[src/rtl/core/region_map_protection_checker_top_macros.svh]
// ----------------------------------------------------------------------------
// Assertion macros for the region map protection checker
// ----------------------------------------------------------------------------
`ifndef REGION_MAP_PROTECTION_CHECKER_TOP_MACROS_SVH
`define REGION_MAP_PROTECTION_CHECKER_TOP_MACROS_SVH

// same-cycle implication
`define RMPC_ASSERT_NOW(lbl, clk, rst_n, ante, cons, msg) \
  lbl: assert property (@(posedge clk) disable iff (!rst_n) (ante) |-> (cons)) else $error(msg);

// next-cycle implication
`define RMPC_ASSERT_NEXT(lbl, clk, rst_n, ante, cons, msg) \
  lbl: assert property (@(posedge clk) disable iff (!rst_n) (ante) |=> (cons)) else $error(msg);

`endif

[src/rtl/core/rmpc_ram.sv]
// ----------------------------------------------------------------------------
// rmpc_ram
// Generic single-write, single-read RAM with registered read data.
// ----------------------------------------------------------------------------
module rmpc_ram #(
  parameter int WIDTH = 8,
  parameter int DEPTH = 64
) (
  input  logic                     clk,
  input  logic                     we,
  input  logic [$clog2(DEPTH)-1:0] waddr,
  input  logic [WIDTH-1:0]         wdata,
  input  logic [$clog2(DEPTH)-1:0] raddr,
  output logic [WIDTH-1:0]         rdata
);

  logic [WIDTH-1:0] mem [DEPTH];

  always_ff @(posedge clk) begin
    if (we) begin
      mem[waddr] <= wdata;
    end
    rdata <= mem[raddr];
  end

endmodule

[config.mk]
export PLATFORM = sky130hd
export DESIGN_NAME = rmpc_ram
export DESIGN_NICKNAME = d
export VERILOG_FILES = /design/src/rtl/core/region_map_protection_checker_top_macros.svh /design/src/rtl/core/rmpc_ram.sv
export SDC_FILE = /design/constraint.sdc
export NUM_CORES = 1
export LEC_CHECK = 0
export BUFFER_PORTS_ARGS = -buffer_cell sky130_fd_sc_hd__buf_2
export CAP_MARGIN = 20
export CORE_ASPECT_RATIO = 0.8
export CORE_UTILIZATION = 50
export CTS_BUF_LIST = sky130_fd_sc_hd__clkbuf_8
export CTS_CLUSTER_SIZE = 20
export DETAILED_ROUTE_END_ITERATION = 7
export GPL_TIMING_DRIVEN = 1
export PLACE_DENSITY_LB_ADDON = 0.25
export SLEW_MARGIN = 15
export SYNTH_ARGS = -nofsm -noshare
export SYNTH_HDL_FRONTEND = slang
export SYNTH_SLANG_ARGS = --single-unit
[constraint.sdc]
create_clock -name clk -period 4.85 [get_ports clk]
set_input_delay 0.2425 -clock clk [delete_from_list [all_inputs] [get_ports clk]]
set_output_delay 0.2425 -clock clk [all_outputs]
set_load 0.02 [all_outputs]
==> After elaboration in Yosys (flattened, before gate mapping) <==
Memories as Yosys holds them, arrays and structs flattened. A register that Yosys moved wholly into a read port is not among the register bits.
Cells that the tools add are included.
{ "totals": {"ff_bits": 0, "ramBits": 512, "out_inout_bits": 8, "memories": 1} }
{ "classes": {"muxes": 2} }
{ "memory_table": {"columns": ["memory", "words", "word_bits", "read_ports", "rd_ports_with_merged_regs", "write_ports", "line", "source"], "rows": [
  ["mem", 64, 8, 1, 1, 1, "rmpc_ram.sv:17", "logic [WIDTH-1:0] mem [DEPTH];"]
]} }
{ "ops": {"columns": ["op", "count"], "rows": [
  ["$mux W1", 2]
]} }

==> Longest topological paths before layout <==
Gate-level depths: netlist (run 1).
{ "logic_depth": {"depth_word": 2, "mapped_depth": 9, "mapped_depth_nobuf": 5} }

==> Worst setup path before layout (run 1) <==
Ideal clock, no wire load.
{ "synth_timing": {"path_type": "input port to flip-flop", "from": "in raddr[1]", "to": "reg rdata[3] (read register of mem)", "setup_time_ns": 0.128, "t_arrival_ns": 1.782, "required_time_ns": 4.722, "path_slack_ns": 2.940, "path_stages": 7, "n_path_buf": 3, "cell_sequence": "buf_4 -> buf_2 -> buf_2 -> mux4_2 -> mux4_2 -> o21ai_1 -> o41ai_1"} }
{ "synth_rtl": {"columns": ["element", "line", "source"], "rows": [
  ["start: declaration", "rmpc_ram.sv:13", "input logic [$clog2(DEPTH)-1:0] raddr,"],
  ["end: declaration", "rmpc_ram.sv:14", "output logic [WIDTH-1:0] rdata"]
]} }

==> results of run 1 <==
==> cell usage in the layout, fill, tap and decap left out, drive strengths merged, types with 3 or more instances in the layout <==
master   count
a211oi       4
a21oi        3
a221oi       6
a22oi        3
buf         45
clkbuf      89
clkinv      35
dfxtp        8
edfxtp     512
inv         19
mux2        13
mux2i       23
mux4       126
nand2       19
nand2b       7
nand3       13
nand3b       3
nor2        83
nor2b       14
nor3         7
o2111ai      3
o21ai        4
o221ai       8
o22ai        8
o2bb2ai      3
==> registers in the layout (all words and copies together), names as in the netlist <==
register  count
mem         512
rdata         8
==> power groups by stage <==
stage | Combinational, mW | Sequential (mW) | Clock, mW
after floorplan | 0.265 | 5.09 | 0
after global placement | 0.450 | 5.09 | 0
after detailed placement | 0.460 | 5.09 | 0
after CTS | 0.461 | 4.99 | 3.52
after global routing | 0.492 | 4.99 | 3.71
final | 0.461 | 4.99 | 3.46
==> how the worst max path moves through the flow <==
stage	endpoint	cells past startpoint
after floorplan	rdata[3]	7
final	rdata[0]	7
after global placement	rdata[0]	7
after detailed placement	rdata[0]	7
after CTS	rdata[6]	7
after global routing	rdata[0]	7
==> logic make-up (layout without fill, tap and decap cells) <==
kind of cell | Yosys count | in the layout | share of synthesized area
compound gates | 54 | 54 | 0.0207
buf+inv | 51 | 192 | 0.0157
flops | 520 | 520 | 0.770
mux | 162 | 162 | 0.159
simple gates | 153 | 153 | 0.0339
==> through the flow <==
stage	power [mW]	hold slack [ns]	utilization	instance area, sq um	cells
3_5_place_dp	5.55	0.689	0.526	20800	1469
3_3_place_gp	5.54	0.691	0.525	20800	1468
4_1_cts	8.98	0.0126	0.564	22300	1615
5_1_grt	9.20	0.0342	0.565	22400	1617
2_1_floorplan	5.35	0.341	-	20200	940
6_report	8.91	0.0592	0.565	22400	1617
==> routing by layer <==
| layer | track usage | routed length, microns |
|---|---|---|
| met1 | 0.350 | 20300 |
| met2 | 0.326 | 20300 |
| met3 | 0.0549 | 3320 |
| met4 | 0.0714 | 1050 |
| met5 | 0 | 0 |
==> final cells by class <==
class                      instances  area, sq um
clock buffer                      88         1210
clock inverter                    58          302
fill                            2968        17200
multi-input combinational        369         4320
sequential                       520        15500
tap                              536          671
timing repair buffer              46          357
==> results.json, run 1 <==
{
  "outcome": "complete, no violations",
  "power_frac_clock": 0.388,
  "area_growth_pct": 11.0,
  "p_leak_nw": 7.03,
  "slew-limit-headroom": 0.289,
  "die_h_microns": 182,
  "maxCapViolCount": 0,
  "fin_nets": 1039,
  "ys_async_sr_fraction": 0,
  "numCtsBuffers": 80,
  "min_from": "wdata[5]",
  "grt_max_degree": 71,
  "die_area_sq_um": 41100,
  "portBuffers": 29,
  "crit_family": "buffers and inverters",
  "synth_warnings": 0,
  "p_int_mw": 6.93,
  "cts_sinks": 520,
  "regToRegSetupSlack_ns": 2.61,
  "worstHoldEndpoint": "mem[37][5]",
  "path_class": "input pin to flop",
  "wirelength_microns": 44900,
  "synth.top_cell.area_share": 0.762,
  "cts.clk_slew.worst_paths_ns": 0.07,
  "cts_buffer_depth": 3,
  "crit_path_start_kind": "input pin",
  "finalHoldViolCount": 0,
  "worstPathCellList": "clkbuf_8 > buf_4 > buf_4 > mux2i_1 > a221oi_1 > a221oi_1 > o2bb2ai_1",
  "cp_slowest_stage_delay_ns": 0.85,
  "wl_per_cell_microns": 27.8,
  "detail-route-antenna-nets": 0,
  "clkLatencyLatePin_ns": 0.63,
  "cts_tree": "yes",
  "synth-seq-cells": 520,
  "cp_slowest_cell": "a221oi_1",
  "rows": 65,
  "fin_setup_tns_ns": 0,
  "pre_cts_slack_ns": 1.60,
  "grt_usage": 0.229,
  "antenna_cells": 0,
  "cts_hold_buf": 0,
  "p_seq_frac": 0.560,
  "synth_ff_type": "edfxtp_1",
  "ios": 30,
  "finalSetupViolCount": 0,
  "post_cts_resized": 0,
  "cp.required_ns": 5.34,
  "htreeDepth": 3,
  "die_x_microns": 227,
  "vias_per_cell": 5.98,
  "finClkSkew_ns": 0.0258,
  "reg2regPathDepth": 4,
  "power_density_nw_per_um2": 398,
  "arrival_ns": 3.03,
  "hp-class": "input pin to flop",
  "yosys-top-cells-count": "edfxtp_1, mux4_2, nor2_1",
  "p_comb_frac": 0.052,
  "vdd_ir_drop_max_uv": 217,
  "grt-ovfl-total": 0,
  "startpoint": "raddr[0]",
  "worstPathBufferInverterCount": 3,
  "max_freq_mhz": 394,
  "post-route-period-util": 0.523,
  "grt_pass1_vias": 9834,
  "grt_setup_unrepaired": "no",
  "vias": 9675,
  "cts-root-buf": "clkbuf_8",
  "crit_fanout": 70,
  "r2r_start": "mem[47][0]",
  "worst_slew_pin_slew_ns": 1.06,
  "synth_edf_count": 512,
  "avgSynthCellArea_sq_um": 21.5,
  "switching_share": 0.223,
  "antenna_found_initial": 1,
  "start_util": 0.509,
  "cp-end-kind": "flop",
  "firstDrtPassIters": 6,
  "yosysUniqueCellTypes": 40,
  "r2r_end": "rdata[0]",
  "coreArea_sq_um": 39600,
  "yosysSeqAreaShare": 0.770,
  "remaining_drc_errors": 0,
  "drive_gt1_frac": 0.273,
  "yosys.area.top_type": "edfxtp_1",
  "grt_pass1_wl_microns": 66700,
  "hold_path_depth": 1,
  "p_sw_mw": 1.98,
  "slew_viol_final": 0,
  "netlist_area_sq_um": 20200,
  "place_hpwl_microns": 26100,
  "drt_iter0_drc": 971,
  "setup_ws_ns": 2.32,
  "yosys-top-cells-area": "edfxtp_1, mux4_2, nor2_1",
  "postSynthCellCount": 940,
  "syn-num-nets": 962,
  "synth.most_common_cell": "edfxtp_1",
  "min_period_ns": 2.53,
  "postCtsSetupBuffers": 0,
  "globalplace.congestion": 0.816
}
Power figures use the tool's default switching activity.
==> run 2: changes to the inputs <==
clock period = 2.3 ns   (was 4.85 ns; I/O delays follow)
==> run 2 against run 1 <==
  * Routed wire length increased by 3.3%
  * Clock-buffer cell count down 6
  * Final area increased by 4.0%
  * Register-to-register slack got worse by 2.3 ns
  * Global-route usage grew 0.73 points
  * Worst hold slack got worse by 0.027 ns
  * Die area unchanged
  * Clock power grew 93%
  * Critical path type is now flop to flop
==> results.json, run 2 (synthesis results as in run 1) <==
{
  "outcome": "complete, no violations",
  "cts_sinks": 520,
  "area_growth_pct": 15.5,
  "numCtsBuffers": 78,
  "drive_gt1_frac": 0.336,
  "die_area_sq_um": 41100,
  "post-route-period-util": 0.848,
  "vias": 10300,
  "firstDrtPassIters": 5,
  "finClkSkew_ns": 0.0346,
  "p_leak_nw": 7.69,
  "nFillCells": 2907,
  "grt-ovfl-total": 0,
  "die_h_microns": 182,
  "path_class": "flop to flop",
  "regMostFlops": "mem",
  "coreArea_sq_um": 39600,
  "remaining_drc_errors": 0,
  "cts.clk_slew.worst_paths_ns": 0.06,
  "r2r_start": "mem[47][2]",
  "postCtsSetupBuffers": 0,
  "final_util": 0.588,
  "cp.required_ns": 2.81,
  "cts_tree": "yes",
  "worst_slew_pin_slew_ns": 0.908,
  "fin_nets": 1164,
  "largest_register_ffs": 512,
  "crit_path_start_kind": "flop",
  "clkLatencyLatePin_ns": 0.63,
  "multiInputGateArea_sq_um": 4320,
  "antenna_found_initial": 2,
  "hp-class": "input pin to flop",
  "maxCapViolCount": 0,
  "globalplace.congestion": 0.847,
  "finalSetupViolCount": 0,
  "min_from": "wdata[1]",
  "regArea_sq_um": 15500,
  "finalHoldViolCount": 0,
  "final_common_cell": "edfxtp_1",
  "start_util": 0.509,
  "slew-limit-headroom": 0.394,
  "cp_slowest_cell": "mux4_2",
  "slew_viol_final": 0,
  "worstHoldEndpoint": "mem[27][1]",
  "vdd_ir_drop_max_uv": 620,
  "grt_pass1_vias": 10500,
  "max_freq_mhz": 513,
  "reg2regPathDepth": 5,
  "die_x_microns": 227,
  "antenna_cells": 0,
  "worstPathCellList": "mux4_2 > mux2_2 > a221oi_1 > buf_4 > o2bb2ai_1",
  "place_hpwl_microns": 29700,
  "cp_slowest_stage_delay_ns": 0.48,
  "detail-route-antenna-nets": 0,
  "ios": 30,
  "grt_usage": 0.236,
  "grt_pass1_wl_microns": 68500,
  "grt_max_degree": 65,
  "hold-worst-slack_ns": 0.0321,
  "layout_common_cells": "edfxtp_1, buf_4, mux4_2, nor2_1, clkbuf_8",
  "regToRegSetupSlack_ns": 0.35,
  "crit_fanout": 1,
  "power_density_nw_per_um2": 786,
  "rows": 65,
  "min_period_ns": 1.95,
  "htreeDepth": 3,
  "drt_iter0_drc": 1272,
  "arrival_ns": 2.46,
  "cp-end-kind": "flop",
  "r2r_end": "rdata[2]",
  "cts_buffer_depth": 3,
  "portBuffers": 29,
  "vias_per_cell": 5.92,
  "hold_path_depth": 1,
  "wl_per_cell_microns": 26.7,
  "wirelength_microns": 46400,
  "cts-root-buf": "clkbuf_8",
  "top_regs": "mem: 512 flops, rdata: 8 flops",
  "grt_setup_unrepaired": "no"
}
==> run 2: changes by cell type in the layout (fill, tap and decap cells not counted) <==
cell,before,now
buf_4,17,132
buf_2,23,25
bufinv_16,2,0
inv_1,18,32
clkinv_2,15,7
clkinvlp_4,2,3
clkbuf_8,89,83
buf_12,5,12
dlygate4sd3_1,0,3
clkinv_1,20,14
==> run 2: worst max-delay path: cells and delay by family, from the launching register on <==
| kind | cells | cell delay (ns) |
|---|---|---|
| muxes | 2 | 0.78 |
| AOI/OAI and AO/OA | 2 | 0.46 |
| DFF | 1 | 0.38 |
| buffers and inverters | 1 | 0.22 |
==> run 2: how the worst max path moves through the flow <==
stage	from	end	slack [ns]	depth (start not counted)
floorplan	raddr[1]	rdata[3]	0.52	7
global placement	raddr[0]	rdata[1]	-0.01	8
detailed placement	raddr[0]	rdata[1]	-0.03	8
CTS	mem[47][2]	rdata[2]	0.35	5
global route	mem[47][2]	rdata[2]	0.24	5
finish	mem[47][2]	rdata[2]	0.35	5
==> run 2: per-stage QoR <==
stage	total power [mW]	setup TNS, ns	instances	area, sq um	worst slack (ns)
floorplan	11.3	0	940	20200	0.517
global placement	11.8	-0.0148	1595	21900	-0.0148
detailed placement	11.8	-0.0265	1595	21900	-0.0265
CTS	18.5	0	1737	23300	0.353
global route	18.9	0	1737	23300	0.243
finish	18.3	0	1737	23300	0.349
==> run 2: layout make-up <==
type / instances / share of cell area
Multi-Input combinational cell: 369 / 0.185
Clock inverter: 57 / 0.0103
Tap cell: 536 / 0.0288
Sequential cell: 520 / 0.667
Clock buffer: 82 / 0.0485
Timing Repair Buffer: 173 / 0.0601
==> run 2: where the power goes <==
| part | switching, mW | leakage (nW) | internal, mW |
|---|---|---|---|
| clock network | 3.40 | 0.814 | 3.29 |
| registers | 0.0397 | 4.67 | 10.5 |
| logic | 0.640 | 2.20 | 0.437 |
==> run 2: timing repair <==
action                    in CTS  in global routing
hold buffers                   3                  0
hold endpoints to repair      63                  0
gates resized for setup        0                  0
==> run 2: metal layers <==
layer  share of wire  track usage
met1            0.44        0.358
met2            0.45        0.339
met3           0.090       0.0583
met4           0.025       0.0724
met5         0.00028            0
==> run 3: changes to the inputs <==
clock period = 1.7 ns   (was 2.3 ns; I/O delays follow)
==> run 3 against run 2 <==
  * The run now ends with setup timing left
  * Die area unchanged
  * Non-clock buffer count increased by 16
  * Final area grew 1.5%
  * Fmax grew 5.5%
  * Flip-flop and latch count is the same
  * Critical endpoint is now rdata[1]
  * Largest cell class unchanged
  * Largest power group unchanged
==> results.json, run 3 (synthesis results as in run 1) <==
{
  "startpoint": "mem[9][1]",
  "grt_setup_unrepaired": "yes",
  "place_hpwl_microns": 29000,
  "numCtsBuffers": 78,
  "grt_pass1_vias": 10500,
  "worst_slew_pin_slew_ns": 0.742,
  "die_area_sq_um": 41100,
  "r2r_start": "mem[9][1]",
  "grt_pass1_wl_microns": 68200,
  "htreeDepth": 3,
  "ios": 30,
  "final_util": 0.597,
  "crit_family": "multiplexers",
  "slew-limit-headroom": 0.506,
  "maxCapViolCount": 0,
  "cts.clk_slew.worst_paths_ns": 0.06,
  "start_util": 0.509,
  "cts_tree": "yes",
  "finalSetupViolCount": 6,
  "rows": 65,
  "arrival_ns": 2.38,
  "regToRegSetupSlack_ns": -0.15,
  "max_freq_mhz": 541,
  "vias": 10200,
  "cts-root-buf": "clkbuf_8",
  "remaining_drc_errors": 0,
  "clkLatencyLatePin_ns": 0.64,
  "grt_busiest_layer": "met1",
  "cts_sinks": 520,
  "path_class": "flop to flop",
  "drive_gt1_frac": 0.358,
  "vias_per_cell": 5.81,
  "firstDrtPassIters": 5,
  "cp-end-kind": "flop",
  "finClkSkew_ns": 0.0273,
  "slew_viol_final": 0,
  "met1_usage": 0.345,
  "drt_iter0_drc": 1056,
  "totalPowerFinal_mw": 25.1,
  "min_from": "wdata[5]",
  "hp-class": "input pin to flop",
  "grt_max_degree": 65,
  "post-route-period-util": 1.09,
  "cp_slowest_cell": "mux4_2",
  "fin_setup_tns_ns": -0.587,
  "antenna_found_initial": 3,
  "setup_ws_ns": -0.149,
  "layout_common_cells": "edfxtp_1, buf_4, mux4_2, nor2_1, clkbuf_8",
  "worstPathBufferInverterCount": 0,
  "wirelength_microns": 45700,
  "crit_path_frequent_cell": "mux4_2",
  "die_x_microns": 227,
  "power_density_nw_per_um2": 1060,
  "crit_path_start_kind": "flop",
  "min_period_ns": 1.85,
  "wl_per_cell_microns": 26.1,
  "largest_register_ffs": 512,
  "coreArea_sq_um": 39600,
  "nFillCells": 2924,
  "regMostFlops": "mem",
  "grt_usage": 0.234,
  "globalplace.congestion": 0.854,
  "grt-ovfl-total": 0,
  "finalHoldViolCount": 0,
  "portBuffers": 29,
  "top_regs": "mem: 512 flops, rdata: 8 flops",
  "cts_buffer_depth": 3,
  "hold-worst-slack_ns": 0.0237,
  "p_leak_nw": 7.80,
  "fin_nets": 1180,
  "die_h_microns": 182,
  "detail-route-antenna-nets": 0,
  "outcome": "finished with violations",
  "cp_slowest_stage_delay_ns": 0.54,
  "area_growth_pct": 17.2,
  "cp.required_ns": 2.23,
  "postCtsSetupBuffers": 0,
  "violations": "setup timing",
  "worstPathCellList": "mux4_2 > mux4_2 > nor2_4 > nor3_2 > o2bb2ai_2",
  "gr-usage-met3": 0.0613,
  "fin_area_sq_um": 23600,
  "use_met2": 0.342,
  "place_area_sq_um": 22000,
  "vdd_ir_drop_max_uv": 672,
  "final_common_cell": "edfxtp_1",
  "crit_fanout": 1
}
## run 3: power breakdown
| part | switching [mW] | internal (mW) |
|---|---|---|
| combinational | 0.894 | 0.671 |
| sequential | 0.0408 | 14.2 |
| clock | 4.52 | 4.75 |
| total | 5.46 | 19.6 |
## run 3: worst register-to-register path, cell delays in order, from the launching register on
cell	delay, ns
edfxtp_1	0.40
mux4_2	0.47
mux4_2	0.54
nor2_4	0.17
nor3_2	0.06
o2bb2ai_2	0.11
## run 3: what timing repair did
item                                    CTS  global route
hold endpoints to repair                 91             2
endpoints found under the setup margin    8             8
gates resized for setup                  28             9
hold buffers                              3             1
pin swaps                                 7             2
## run 3: area by class of cell
type / count / area, sq um / share of cell area
flip-flops and latches: 520 / 15500 / 0.657
multi-input cells: 369 / 4490 / 0.190
repair buffers: 189 / 1540 / 0.0652
clock buffers: 79 / 1090 / 0.0460
well taps: 536 / 671 / 0.0284
clock inverters: 55 / 299 / 0.0127
diodes: 3 / 7.51 / 0.000318
## run 3: path summary, 6_finish.rpt
path | to | depth (start not counted)
min reg2reg | rdata[0] | 4
max | rdata[1] | 5
max reg2reg | rdata[1] | 5
min | mem[4][5] | 1
## run 3: stage by stage
| stage | std cells | worst slack (ns) |
|---|---|---|
| after floorplan | 940 | 0.00708 |
| after CTS | 1747 | -0.161 |
| final | 1751 | -0.149 |
| after global routing | 1749 | -0.194 |
| after global placement | 1610 | -0.657 |
| after detailed placement | 1610 | -0.602 |
## run 3: metal layers
layer  routed length (microns)  share of wire
met5                         0              0
met1                     20100           0.44
met2                     20800           0.46
met3                      3680          0.081
met4                      1120          0.025
